==> config.mk <==
export PLATFORM = sky130hd
export DESIGN_NAME = sha256_byte_stream_hasher
export DESIGN_NICKNAME = d
export VERILOG_FILES = /design/src/hw/rtl/shabs_pkg.sv /design/src/hw/rtl/shabs_round.sv /design/src/hw/rtl/sha256_byte_stream_hasher.sv
export SDC_FILE = /design/constraint.sdc
export NUM_CORES = 2
export LEC_CHECK = 0
export BUFFER_PORTS_ARGS = -buffer_cell sky130_fd_sc_hd__clkbuf_2
export CAP_MARGIN = 20
export CORE_ASPECT_RATIO = 0.7
export CORE_MARGIN = 5
export CORE_UTILIZATION = 35
export CTS_BUF_LIST = sky130_fd_sc_hd__clkbuf_8
export CTS_CLUSTER_SIZE = 24
export DETAILED_ROUTE_END_ITERATION = 7
export PLACE_DENSITY_LB_ADDON = 0.25
export RECOVER_POWER = 50
export SLEW_MARGIN = 40
export SYNTH_ARGS = -nofsm -noshare
export SYNTH_HDL_FRONTEND = slang
export SYNTH_SLANG_ARGS = --single-unit
==> constraint.sdc <==
create_clock -name clk -period 39.2 [get_ports clk]
set_input_delay 1.96 -clock clk [delete_from_list [all_inputs] [get_ports clk]]
set_output_delay 1.96 -clock clk [all_outputs]
set_load 0.01 [all_outputs]
==> src/hw/rtl/shabs_pkg.sv <==
// Shared types, constants and round constants for the SHA-256 byte stream hasher.
// Used by shabs_round and sha256_byte_stream_hasher; depends on nothing else.

package shabs_pkg;

    localparam int WORD_W     = 32;
    localparam int BLOCK_W    = 6;    // byte position in a 64-byte block
    localparam int ROUND_W    = 6;    // 64 rounds
    localparam int SLOT_W     = 3;    // eight hash words
    localparam int COUNT_W    = 61;
    localparam int SCHED_N    = 16;
    localparam int IN_DATA_W  = 8;
    localparam int OUT_DATA_W = 40;

    typedef logic [WORD_W-1:0] word_t;
    typedef word_t [7:0] hash_vec_t;    // index 0 is word a / H0

    typedef enum logic [2:0] {
        ST_IDLE,
        ST_PAD,
        ST_ROUND,
        ST_FOLD,
        ST_EMIT
    } state_t;

    localparam logic [0:0] CMD_ABSORB = 1'b0;
    localparam logic [0:0] CMD_FINISH = 1'b1;

    localparam logic [7:0] PAD_MARK = 8'h80;
    localparam logic [BLOCK_W-1:0] LENGTH_POS = BLOCK_W'(56);
    localparam logic [BLOCK_W-1:0] BLOCK_END  = BLOCK_W'(63);

    localparam word_t INIT_HASH [8] = '{
        32'h6a09e667, 32'hbb67ae85, 32'h3c6ef372, 32'ha54ff53a,
        32'h510e527f, 32'h9b05688c, 32'h1f83d9ab, 32'h5be0cd19
    };

    localparam word_t ROUND_K [64] = '{
        32'h428a2f98, 32'h71374491, 32'hb5c0fbcf, 32'he9b5dba5,
        32'h3956c25b, 32'h59f111f1, 32'h923f82a4, 32'hab1c5ed5,
        32'hd807aa98, 32'h12835b01, 32'h243185be, 32'h550c7dc3,
        32'h72be5d74, 32'h80deb1fe, 32'h9bdc06a7, 32'hc19bf174,
        32'he49b69c1, 32'hefbe4786, 32'h0fc19dc6, 32'h240ca1cc,
        32'h2de92c6f, 32'h4a7484aa, 32'h5cb0a9dc, 32'h76f988da,
        32'h983e5152, 32'ha831c66d, 32'hb00327c8, 32'hbf597fc7,
        32'hc6e00bf3, 32'hd5a79147, 32'h06ca6351, 32'h14292967,
        32'h27b70a85, 32'h2e1b2138, 32'h4d2c6dfc, 32'h53380d13,
        32'h650a7354, 32'h766a0abb, 32'h81c2c92e, 32'h92722c85,
        32'ha2bfe8a1, 32'ha81a664b, 32'hc24b8b70, 32'hc76c51a3,
        32'hd192e819, 32'hd6990624, 32'hf40e3585, 32'h106aa070,
        32'h19a4c116, 32'h1e376c08, 32'h2748774c, 32'h34b0bcb5,
        32'h391c0cb3, 32'h4ed8aa4a, 32'h5b9cca4f, 32'h682e6ff3,
        32'h748f82ee, 32'h78a5636f, 32'h84c87814, 32'h8cc70208,
        32'h90befffa, 32'ha4506ceb, 32'hbef9a3f7, 32'hc67178f2
    };

endpackage

==> src/hw/rtl/shabs_round.sv <==
// One SHA-256 compression round plus message schedule expansion.
// Depends on shabs_pkg; reused by the top level for every round.

module shabs_round
(
    input  shabs_pkg::hash_vec_t work,
    input  shabs_pkg::word_t     k,
    input  shabs_pkg::word_t     w0,       // W[t], used by this round
    input  shabs_pkg::word_t     w1,       // W[t+1]
    input  shabs_pkg::word_t     w9,       // W[t+9]
    input  shabs_pkg::word_t     w14,      // W[t+14]
    output shabs_pkg::word_t     w_new,    // W[t+16], built beside the round
    output shabs_pkg::hash_vec_t work_out
);

    function automatic shabs_pkg::word_t rotr(input shabs_pkg::word_t x, input int n);
        rotr = (x >> n) | (x << (32 - n));
    endfunction

    shabs_pkg::word_t s0;
    shabs_pkg::word_t s1;
    shabs_pkg::word_t big_s0;
    shabs_pkg::word_t big_s1;
    shabs_pkg::word_t ch;
    shabs_pkg::word_t maj;
    shabs_pkg::word_t t1;
    shabs_pkg::word_t t2;

    always_comb
    begin
        // next schedule word runs in parallel with the round adders
        s0    = rotr(w1, 7) ^ rotr(w1, 18) ^ (w1 >> 3);
        s1    = rotr(w14, 17) ^ rotr(w14, 19) ^ (w14 >> 10);
        w_new = s1 + w9 + s0 + w0;

        big_s1 = rotr(work[4], 6) ^ rotr(work[4], 11) ^ rotr(work[4], 25);
        big_s0 = rotr(work[0], 2) ^ rotr(work[0], 13) ^ rotr(work[0], 22);
        ch     = (work[4] & work[5]) ^ (~work[4] & work[6]);
        maj    = (work[0] & work[1]) ^ (work[0] & work[2]) ^ (work[1] & work[2]);
        t1     = work[7] + big_s1 + ch + k + w0;
        t2     = big_s0 + maj;

        work_out[7] = work[6];
        work_out[6] = work[5];
        work_out[5] = work[4];
        work_out[4] = work[3] + t1;
        work_out[3] = work[2];
        work_out[2] = work[1];
        work_out[1] = work[0];
        work_out[0] = t1 + t2;
    end

endmodule

==> src/hw/rtl/sha256_byte_stream_hasher.sv <==
// Top level of the SHA-256 byte stream hasher: stream ports, sequencer, buffers.
// Depends on shabs_pkg and shabs_round.
//
//  channel  | dir | tdata                              | tuser     | tlast
//  s_axis   | in  | [7:0] data_byte                    | [0] cmd   | -
//  m_axis   | out | [31:0] digest_word, [34:32] index  | -         | last_word
//
// An absorb item shifts in one byte. Every 64th byte starts a compression: 64 rounds
// through the single round unit, then a fold of all eight words into the chaining
// hash with one adder; no new byte is taken until that fold ends.
// A finish item shifts in padding one byte a cycle up to the block end (a second
// block when the 0x80 mark lands at byte 56 or later), compresses, then hands out
// eight words, one a cycle while m_axis_tready is high.
// s_axis_tready is high only while idle. rst_n clears control and loads the initial hash.

module sha256_byte_stream_hasher
(
    input  logic        clk,
    input  logic        rst_n,

    input  logic        s_axis_tvalid,
    output logic        s_axis_tready,
    input  logic [7:0]  s_axis_tdata,   // [7:0] data_byte
    input  logic        s_axis_tuser,   // [0] cmd

    output logic        m_axis_tvalid,
    input  logic        m_axis_tready,
    output logic [39:0] m_axis_tdata,   // [31:0] digest_word, [34:32] word_index, rest zero
    output logic        m_axis_tlast    // last_word
);

    shabs_pkg::state_t state_reg, state_next;

    logic [shabs_pkg::BLOCK_W-1:0] fill_reg, fill_next;
    logic [shabs_pkg::COUNT_W-1:0] count_reg, count_next;
    logic [shabs_pkg::ROUND_W-1:0] round_reg, round_next;
    logic [shabs_pkg::SLOT_W-1:0]  slot_reg, slot_next;
    logic pad_reg, pad_next;
    logic first_reg, first_next;
    logic extra_reg, extra_next;
    logic final_reg, final_next;

    shabs_pkg::hash_vec_t chain_reg, chain_next;
    shabs_pkg::hash_vec_t work_reg, work_next;
    shabs_pkg::word_t     sched_reg [shabs_pkg::SCHED_N];
    shabs_pkg::word_t     sched_next [shabs_pkg::SCHED_N];

    logic        out_valid_reg, out_valid_next;
    shabs_pkg::word_t out_word_reg, out_word_next;
    logic [shabs_pkg::SLOT_W-1:0] out_index_reg, out_index_next;
    logic        out_last_reg, out_last_next;

    logic        in_fire;
    logic        out_free;
    logic        shift_en;
    logic [7:0]  shift_byte;
    logic [7:0]  pad_byte;
    logic [63:0] bit_len;
    logic [63:0] len_shifted;

    shabs_pkg::word_t     w_new;
    shabs_pkg::hash_vec_t round_out;

    // schedule window holds W[t] .. W[t+15] during round t
    shabs_round u_round
    (
        .work     (work_reg),
        .k        (shabs_pkg::ROUND_K[round_reg]),
        .w0       (sched_reg[0]),
        .w1       (sched_reg[1]),
        .w9       (sched_reg[9]),
        .w14      (sched_reg[14]),
        .w_new    (w_new),
        .work_out (round_out)
    );

    assign s_axis_tready = (state_reg == shabs_pkg::ST_IDLE);
    assign in_fire       = s_axis_tvalid & s_axis_tready;
    assign out_free      = ~out_valid_reg | m_axis_tready;

    assign m_axis_tvalid = out_valid_reg;
    assign m_axis_tdata  = {5'b0, out_index_reg, out_word_reg};
    assign m_axis_tlast  = out_last_reg;

    // Length bytes go out most significant first from byte 56 on
    assign bit_len     = {count_reg, 3'b000};
    assign len_shifted = bit_len >> {~fill_reg[2:0], 3'b000};

    always_comb
    begin
        priority if (first_reg)
            pad_byte = shabs_pkg::PAD_MARK;
        else if (fill_reg >= shabs_pkg::LENGTH_POS && !extra_reg)
            pad_byte = len_shifted[7:0];
        else
            pad_byte = 8'h00;
    end

    // Next state
    always_comb
    begin
        state_next = state_reg;
        unique case (state_reg)
            shabs_pkg::ST_IDLE:
            begin
                if (in_fire)
                begin
                    if (s_axis_tuser == shabs_pkg::CMD_FINISH)
                        state_next = shabs_pkg::ST_PAD;
                    else if (fill_reg == shabs_pkg::BLOCK_END)
                        state_next = shabs_pkg::ST_ROUND;
                end
            end
            shabs_pkg::ST_PAD:
            begin
                if (fill_reg == shabs_pkg::BLOCK_END)
                    state_next = shabs_pkg::ST_ROUND;
            end
            shabs_pkg::ST_ROUND:
            begin
                if (&round_reg)
                    state_next = shabs_pkg::ST_FOLD;
            end
            shabs_pkg::ST_FOLD:
            begin
                if (&slot_reg)
                begin
                    priority if (pad_reg && final_reg)
                        state_next = shabs_pkg::ST_EMIT;
                    else if (pad_reg)
                        state_next = shabs_pkg::ST_PAD;
                    else
                        state_next = shabs_pkg::ST_IDLE;
                end
            end
            shabs_pkg::ST_EMIT:
            begin
                if (out_free && &slot_reg)
                    state_next = shabs_pkg::ST_IDLE;
            end
            default:
                state_next = shabs_pkg::ST_IDLE;
        endcase
    end

    // Datapath and counters
    always_comb
    begin
        fill_next      = fill_reg;
        count_next     = count_reg;
        round_next     = round_reg;
        slot_next      = slot_reg;
        pad_next       = pad_reg;
        first_next     = first_reg;
        extra_next     = extra_reg;
        final_next     = final_reg;
        chain_next     = chain_reg;
        work_next      = work_reg;
        sched_next     = sched_reg;
        out_valid_next = out_valid_reg & ~m_axis_tready;
        out_word_next  = out_word_reg;
        out_index_next = out_index_reg;
        out_last_next  = out_last_reg;
        shift_en       = 1'b0;
        shift_byte     = pad_byte;

        unique case (state_reg)
            shabs_pkg::ST_IDLE:
            begin
                if (in_fire)
                begin
                    if (s_axis_tuser == shabs_pkg::CMD_FINISH)
                    begin
                        pad_next   = 1'b1;
                        first_next = 1'b1;
                        final_next = 1'b0;
                        extra_next = (fill_reg >= shabs_pkg::LENGTH_POS);
                    end
                    else
                    begin
                        shift_en   = 1'b1;
                        shift_byte = s_axis_tdata;
                        fill_next  = fill_reg + 1'b1;
                        count_next = count_reg + 1'b1;
                        pad_next   = 1'b0;
                        final_next = 1'b0;
                        work_next  = chain_reg;
                    end
                end
            end
            shabs_pkg::ST_PAD:
            begin
                shift_en   = 1'b1;
                fill_next  = fill_reg + 1'b1;
                first_next = 1'b0;
                work_next  = chain_reg;
                if (fill_reg == shabs_pkg::BLOCK_END)
                begin
                    extra_next = 1'b0;
                    final_next = ~extra_reg;
                end
            end
            shabs_pkg::ST_ROUND:
            begin
                work_next  = round_out;
                round_next = round_reg + 1'b1;
                for (int i = 0; i < shabs_pkg::SCHED_N - 1; i++)
                    sched_next[i] = sched_reg[i+1];
                sched_next[shabs_pkg::SCHED_N-1] = w_new;
            end
            shabs_pkg::ST_FOLD:
            begin
                // rotate both vectors so one adder serves all eight words
                for (int i = 0; i < 7; i++)
                begin
                    chain_next[i] = chain_reg[i+1];
                    work_next[i]  = work_reg[i+1];
                end
                chain_next[7] = chain_reg[0] + work_reg[0];
                work_next[7]  = work_reg[0];
                slot_next     = slot_reg + 1'b1;
            end
            shabs_pkg::ST_EMIT:
            begin
                if (out_free)
                begin
                    out_valid_next = 1'b1;
                    out_word_next  = chain_reg[0];
                    out_index_next = slot_reg;
                    out_last_next  = &slot_reg;
                    for (int i = 0; i < 7; i++)
                        chain_next[i] = chain_reg[i+1];
                    // refill with the initial value as each word leaves
                    chain_next[7] = shabs_pkg::INIT_HASH[slot_reg];
                    slot_next     = slot_reg + 1'b1;
                    if (&slot_reg)
                    begin
                        count_next = '0;
                        pad_next   = 1'b0;
                        final_next = 1'b0;
                    end
                end
            end
            default:
            begin
            end
        endcase

        if (shift_en)
        begin
            for (int i = 0; i < shabs_pkg::SCHED_N - 1; i++)
                sched_next[i] = {sched_reg[i][23:0], sched_reg[i+1][31:24]};
            sched_next[shabs_pkg::SCHED_N-1] =
                {sched_reg[shabs_pkg::SCHED_N-1][23:0], shift_byte};
        end
    end

    always_ff @(posedge clk or negedge rst_n)
    begin
        if (!rst_n)
        begin
            state_reg     <= shabs_pkg::ST_IDLE;
            fill_reg      <= '0;
            count_reg     <= '0;
            round_reg     <= '0;
            slot_reg      <= '0;
            pad_reg       <= 1'b0;
            first_reg     <= 1'b0;
            extra_reg     <= 1'b0;
            final_reg     <= 1'b0;
            out_valid_reg <= 1'b0;
            for (int i = 0; i < 8; i++)
                chain_reg[i] <= shabs_pkg::INIT_HASH[i];
        end
        else
        begin
            state_reg     <= state_next;
            fill_reg      <= fill_next;
            count_reg     <= count_next;
            round_reg     <= round_next;
            slot_reg      <= slot_next;
            pad_reg       <= pad_next;
            first_reg     <= first_next;
            extra_reg     <= extra_next;
            final_reg     <= final_next;
            out_valid_reg <= out_valid_next;
            chain_reg     <= chain_next;
        end
    end

    always_ff @(posedge clk)
    begin
        work_reg      <= work_next;
        sched_reg     <= sched_next;
        out_word_reg  <= out_word_next;
        out_index_reg <= out_index_next;
        out_last_reg  <= out_last_next;
    end

endmodule
# == Word level (Yosys, flattened, before mapping) ==
# Memories as Yosys holds them, arrays and structs flattened.
# Index checks and enable logic that the tools add are counted.
# word_totals
reg_bits,1144
romBits,2304
in_bits,13
out_inout_bits,43
word_cells,194
mem_count,2
# op_classes
add_sub_neg,15
n_lt_le_gt_ge,3
eq_ne,14
shifts,1
n_mux,55
bitwise_logic,36
n_reduce_logical,23
# mem_list
name,depth,word_bits,read_ports,rd_ports_with_merged_regs,wr,line,text
(name not given),64,32,1,0,0,sha256_byte_stream_hasher.sv:68,".k (shabs_pkg::ROUND_K[round_reg]),"
(name not given),8,32,1,0,0,sha256_byte_stream_hasher.sv:234,chain_next[7] = shabs_pkg::INIT_HASH[slot_reg];
# ops
op,count
two-way mux 512 bit,2
case mux 256 bit (4 select lines),1
two-way mux 256 bit,3
case mux 256 bit (2 select lines),1
adder 32 bit,11
XOR 32 bit,9
two-way mux 61 bit,4
bitwise AND 32 bit,5
two-way mux 32 bit,4
case mux 61 bit (2 select lines),1
>> shifter 64 x 6 -> 8 bit,1
"adder 61 x 1 -> 61 bit, second input constant",1
two-way mux 8 bit,5
NOT 32 bit,1
OR 10 x 32 -> 32 bit,1
OR 13 x 32 -> 32 bit,1
OR 14 x 32 -> 32 bit,1
OR 15 x 32 -> 32 bit,1
OR 19 x 32 -> 32 bit,1
OR 21 x 32 -> 32 bit,1
OR 25 x 32 -> 32 bit,1
OR 26 x 32 -> 32 bit,1
OR 30 x 32 -> 32 bit,1
OR 7 x 32 -> 32 bit,1
other kinds (38),88

# == Logic depth before layout (Yosys ltp) ==
# depth
word_depth,9
depth_mapped,39

# == Modules after synthesis ==
# Synthesis repeated with hierarchy kept, for this count alone.
# unflattened
hier_cells,7510
hier_area_um2,70023.4
# modules_own_cells
module,n_inst,cells_each,area_per_inst_um2,seq_area_each_um2
sha256_byte_stream_hasher,1,5666,54876.4,32821.5
shabs_round,1,1844,15147.0,0.0

# == Least setup slack after synthesis ==
# OpenSTA, ideal clock, no wires.
# synth_timing
kind,input -> register
from,in s_axis_tuser
to,"reg work_reg[0] in the netlist's numbering, enable pin"
setup_time_ns,0.958
arrival_ns,14.408
slack_ns,23.834
stages,2
path_buffers,0
cell_sequence,nand2b_1 a21oi_1
# synth_between
elab_chain_len,2
# synth_lines
element,line,text
from (decl),sha256_byte_stream_hasher.sv:24,"input logic s_axis_tuser,"
!= test 2 bit (no line),-,
AND reduction 3 bit (no line),-,
to (signal assigned),sha256_byte_stream_hasher.sv:293,work_reg <= work_next;
to (decl),sha256_byte_stream_hasher.sv:44,"shabs_pkg::hash_vec_t work_reg, work_next;"
# No other way between the ends.
# A chain may end at the register's enable or synchronous reset.

==> results.sh <==
export IMPL_outcome="complete, but fails checks"
export IMPL_violations="capacitance limit, slew limit"
export IMPL_ys_types=88
export IMPL_areaGrowthSynthToFinish_pct=9.42
export IMPL_viasPerCell=5.25
export IMPL_ys_seq_elements=1144
export IMPL_synth_async_reset_ratio=0.297
export IMPL_grt_pass1_wl_um=336000
export IMPL_die_h_um=380
export IMPL_setup_slack_ps=24210
export IMPL_core_mm2=0.194
export IMPL_clkLatencyLatePin_ps=980
export IMPL_place_congestion=0.980
export IMPL_worstReg2RegEnd="chain_reg[225]$_DFFE_PN0P_"
export IMPL_syn_inst=7397
export IMPL_maxSlewViolCount=1781
export IMPL_postLayoutCoreUtil=0.387
export IMPL_cp_slowest_cell="clkbuf_1"
export IMPL_netlist_area_leader_share=0.352
export IMPL_synth_commonest_cells="nand2_1 (2238), edfxtp_1 (804), nor2_1 (510), a21oi_1 (484), inv_1 (425)"
export IMPL_hp_class="reg2reg"
export IMPL_placementRows=135
export IMPL_routedWlPerCell_um=22.8
export IMPL_drt_pass1_iterations=6
export IMPL_rsz0062_at_grt="false"
export IMPL_reg2reg_slack_ps=28930
export IMPL_crit_path_end_kind="async pin"
export IMPL_synth_edff_count=804
export IMPL_ant_nets=0
export IMPL_pre_cts_slack_ps=30120
export IMPL_hold_end="chain_reg[142]$_DFFE_PN1P_"
export IMPL_finalSetupViolations=0
export IMPL_grt_max_degree=166
export IMPL_slew_headroom=-4.63
export IMPL_hold_buffers=0
export IMPL_setup_tns_ps=0
export IMPL_critical_path_arrival_ps=14680
export IMPL_drv_cap=29
export IMPL_synth_top_cell_by_area="edfxtp_1"
export IMPL_hpwlAfterDp_um=166000
export IMPL_grt_pass1_vias=49200
export IMPL_hold_start="chain_reg[174]$_DFFE_PN1P_"
export IMPL_clockBufferDepth=3
export IMPL_critPathRequiredTime_ps=38900
export IMPL_antenna_found_initial=12
export IMPL_worst_path_most_repeated_cell="clkbuf_1"
export IMPL_grtUsageTotal=0.217
export IMPL_ctsRootBufferMaster="clkbuf_8"
export IMPL_synth_warnings=0
export IMPL_worstSetupPathType="in2async"
export IMPL_cts_sinks=1144
export IMPL_period_share=0.382
export IMPL_synth_area_leaders="edfxtp_1 (35%), nand2_1 (12%), dfrtp_1 (7.4%), fa_1 (5.5%), dfstp_2 (5.2%)"
export IMPL_fin_cells=10000
export IMPL_worst_slew_pin_slew_ps=8450
export IMPL_fin_nets=7665
export IMPL_worst_r2r_path_depth=8
export IMPL_vias=52700
export IMPL_numCtsBuffers=192
export IMPL_syn_area_mm2=0.0686
export IMPL_hold_path_depth=2
export IMPL_overflow=0
export IMPL_critPathMaxFanout=93
export IMPL_drc=0
export IMPL_hold_violations=0
export IMPL_period_needed_ps=14990
export IMPL_portBuffers=50
export IMPL_drtIter0Drc=5960
export IMPL_yosys_most_used_dff="edfxtp_1"
export IMPL_wl_um=230000
export IMPL_max_freq_mhz=66.7
export IMPL_post_cts_setup_buffers=0
export IMPL_final_layout_size_suffix_gt1_frac=0.0764
export IMPL_largest_reg_flops=512
export IMPL_io_pins=56
export IMPL_crit_chain="clkbuf_1 -> clkbuf_1 -> clkbuf_1 -> clkbuf_1 -> clkbuf_1"
export IMPL_path_clk_slew_ps=60
export IMPL_yosysMostFrequentCell="nand2_1"
export IMPL_die_area_mm2=0.205
export IMPL_timing_rr_start="state_reg[2]$_DFFE_PN0P_"
export IMPL_placedCellCount=9675
export IMPL_cpPeakStageDelay_ps=3820
export IMPL_cts_tree="built"
export IMPL_initial_core_util=0.353
export IMPL_synth_avg_cell_area_um2=9.27
export IMPL_die_w_um=539
export IMPL_ys_seq_area_frac=0.479
export IMPL_cts_htree_levels=4
export IMPL_finClkSkew_ps=82.0
export IMPL_startpoint_type="primary input"
export IMPL_cts_resized_gates=0
[cell families after synthesis]
kind of cell,Yosys count,synth area share
multiplexers,264,0.0419
AND/OR/NAND/NOR,3027,0.176
buffers and inverters,900,0.0498
adder cells (fa/ha/maj),385,0.0908
XOR/XNOR,457,0.0584
flip-flops,1144,0.479
AO/OA/AOI/OAI,1219,0.105
other,1,0.0000547
[cell type report]
| type | count | area, µm² |
|---|---|---|
| Clock buffer | 230 | 3170 |
| Sequential cell | 1144 | 32800 |
| Tap cell | 2603 | 3260 |
| Inverter | 426 | 1600 |
| Clock inverter | 128 | 792 |
| Multi-Input combinational cell | 5357 | 32300 |
| Fill cell | 19600 | 119000 |
| Timing Repair Buffer | 148 | 997 |
| Antenna cell | 11 | 27.5 |
[metrics by stage]
stage	area [µm²]	hold WS, ps
after CTS	75300	438
after floorplan	68600	442
after detailed placement	71300	452
after global routing	75000	461
after global placement	71100	451
final	75000	444
[layout by cell type (no fill, tap or decap), types with 50 or more instances in the layout]
cell and n:
a21o_1 108, a21oi_1 483, a31oi_1 54, buf_4 50, clkbuf_8 230, dfrtp_1 200, dfstp_2 120, edfxtp_1 804
fa_1 188, ha_1 195, inv_1 489, mux2i_1 236, nand2_1 2238, nand3_1 57, nor2_1 508, o21ai_0 322
xnor2_1 292, xor2_1 165
[worst max-delay path: cells and delay by family]
kind     cells  cell delay [ps]
buf+inv      5            12450
[routing by layer]
| metal | global-route usage | wire length, µm | vias up |
|---|---|---|---|
| li1 | - | - | 24400 |
| met1 | 0.359 | 116000 | 26100 |
| met2 | 0.280 | 87700 | 1974 |
| met3 | 0.0525 | 22900 | 225 |
| met4 | 0.0350 | 3230 | 2 |
| met5 | 0 | 13 | - |
[worst max path at each step]
stage,endpoint,slack [ps],from
after floorplan,work_reg[0]$_DFFE_PP_,23830,s_axis_tuser
after global placement,work_reg[31]$_DFFE_PP_,30120,round_reg[0]$_DFFE_PN0N_
after detailed placement,work_reg[31]$_DFFE_PP_,30120,round_reg[0]$_DFFE_PN0N_
after CTS,work_reg[31]$_DFFE_PP_,30140,round_reg[0]$_DFFE_PN0N_
after global routing,chain_reg[214]$_DFFE_PN0P_,21900,rst_n
final,chain_reg[148]$_DFFE_PN0P_,24210,rst_n
Power is not shown: default switching activity piles up to over one toggle a cycle in this logic, so the estimate is an artifact.
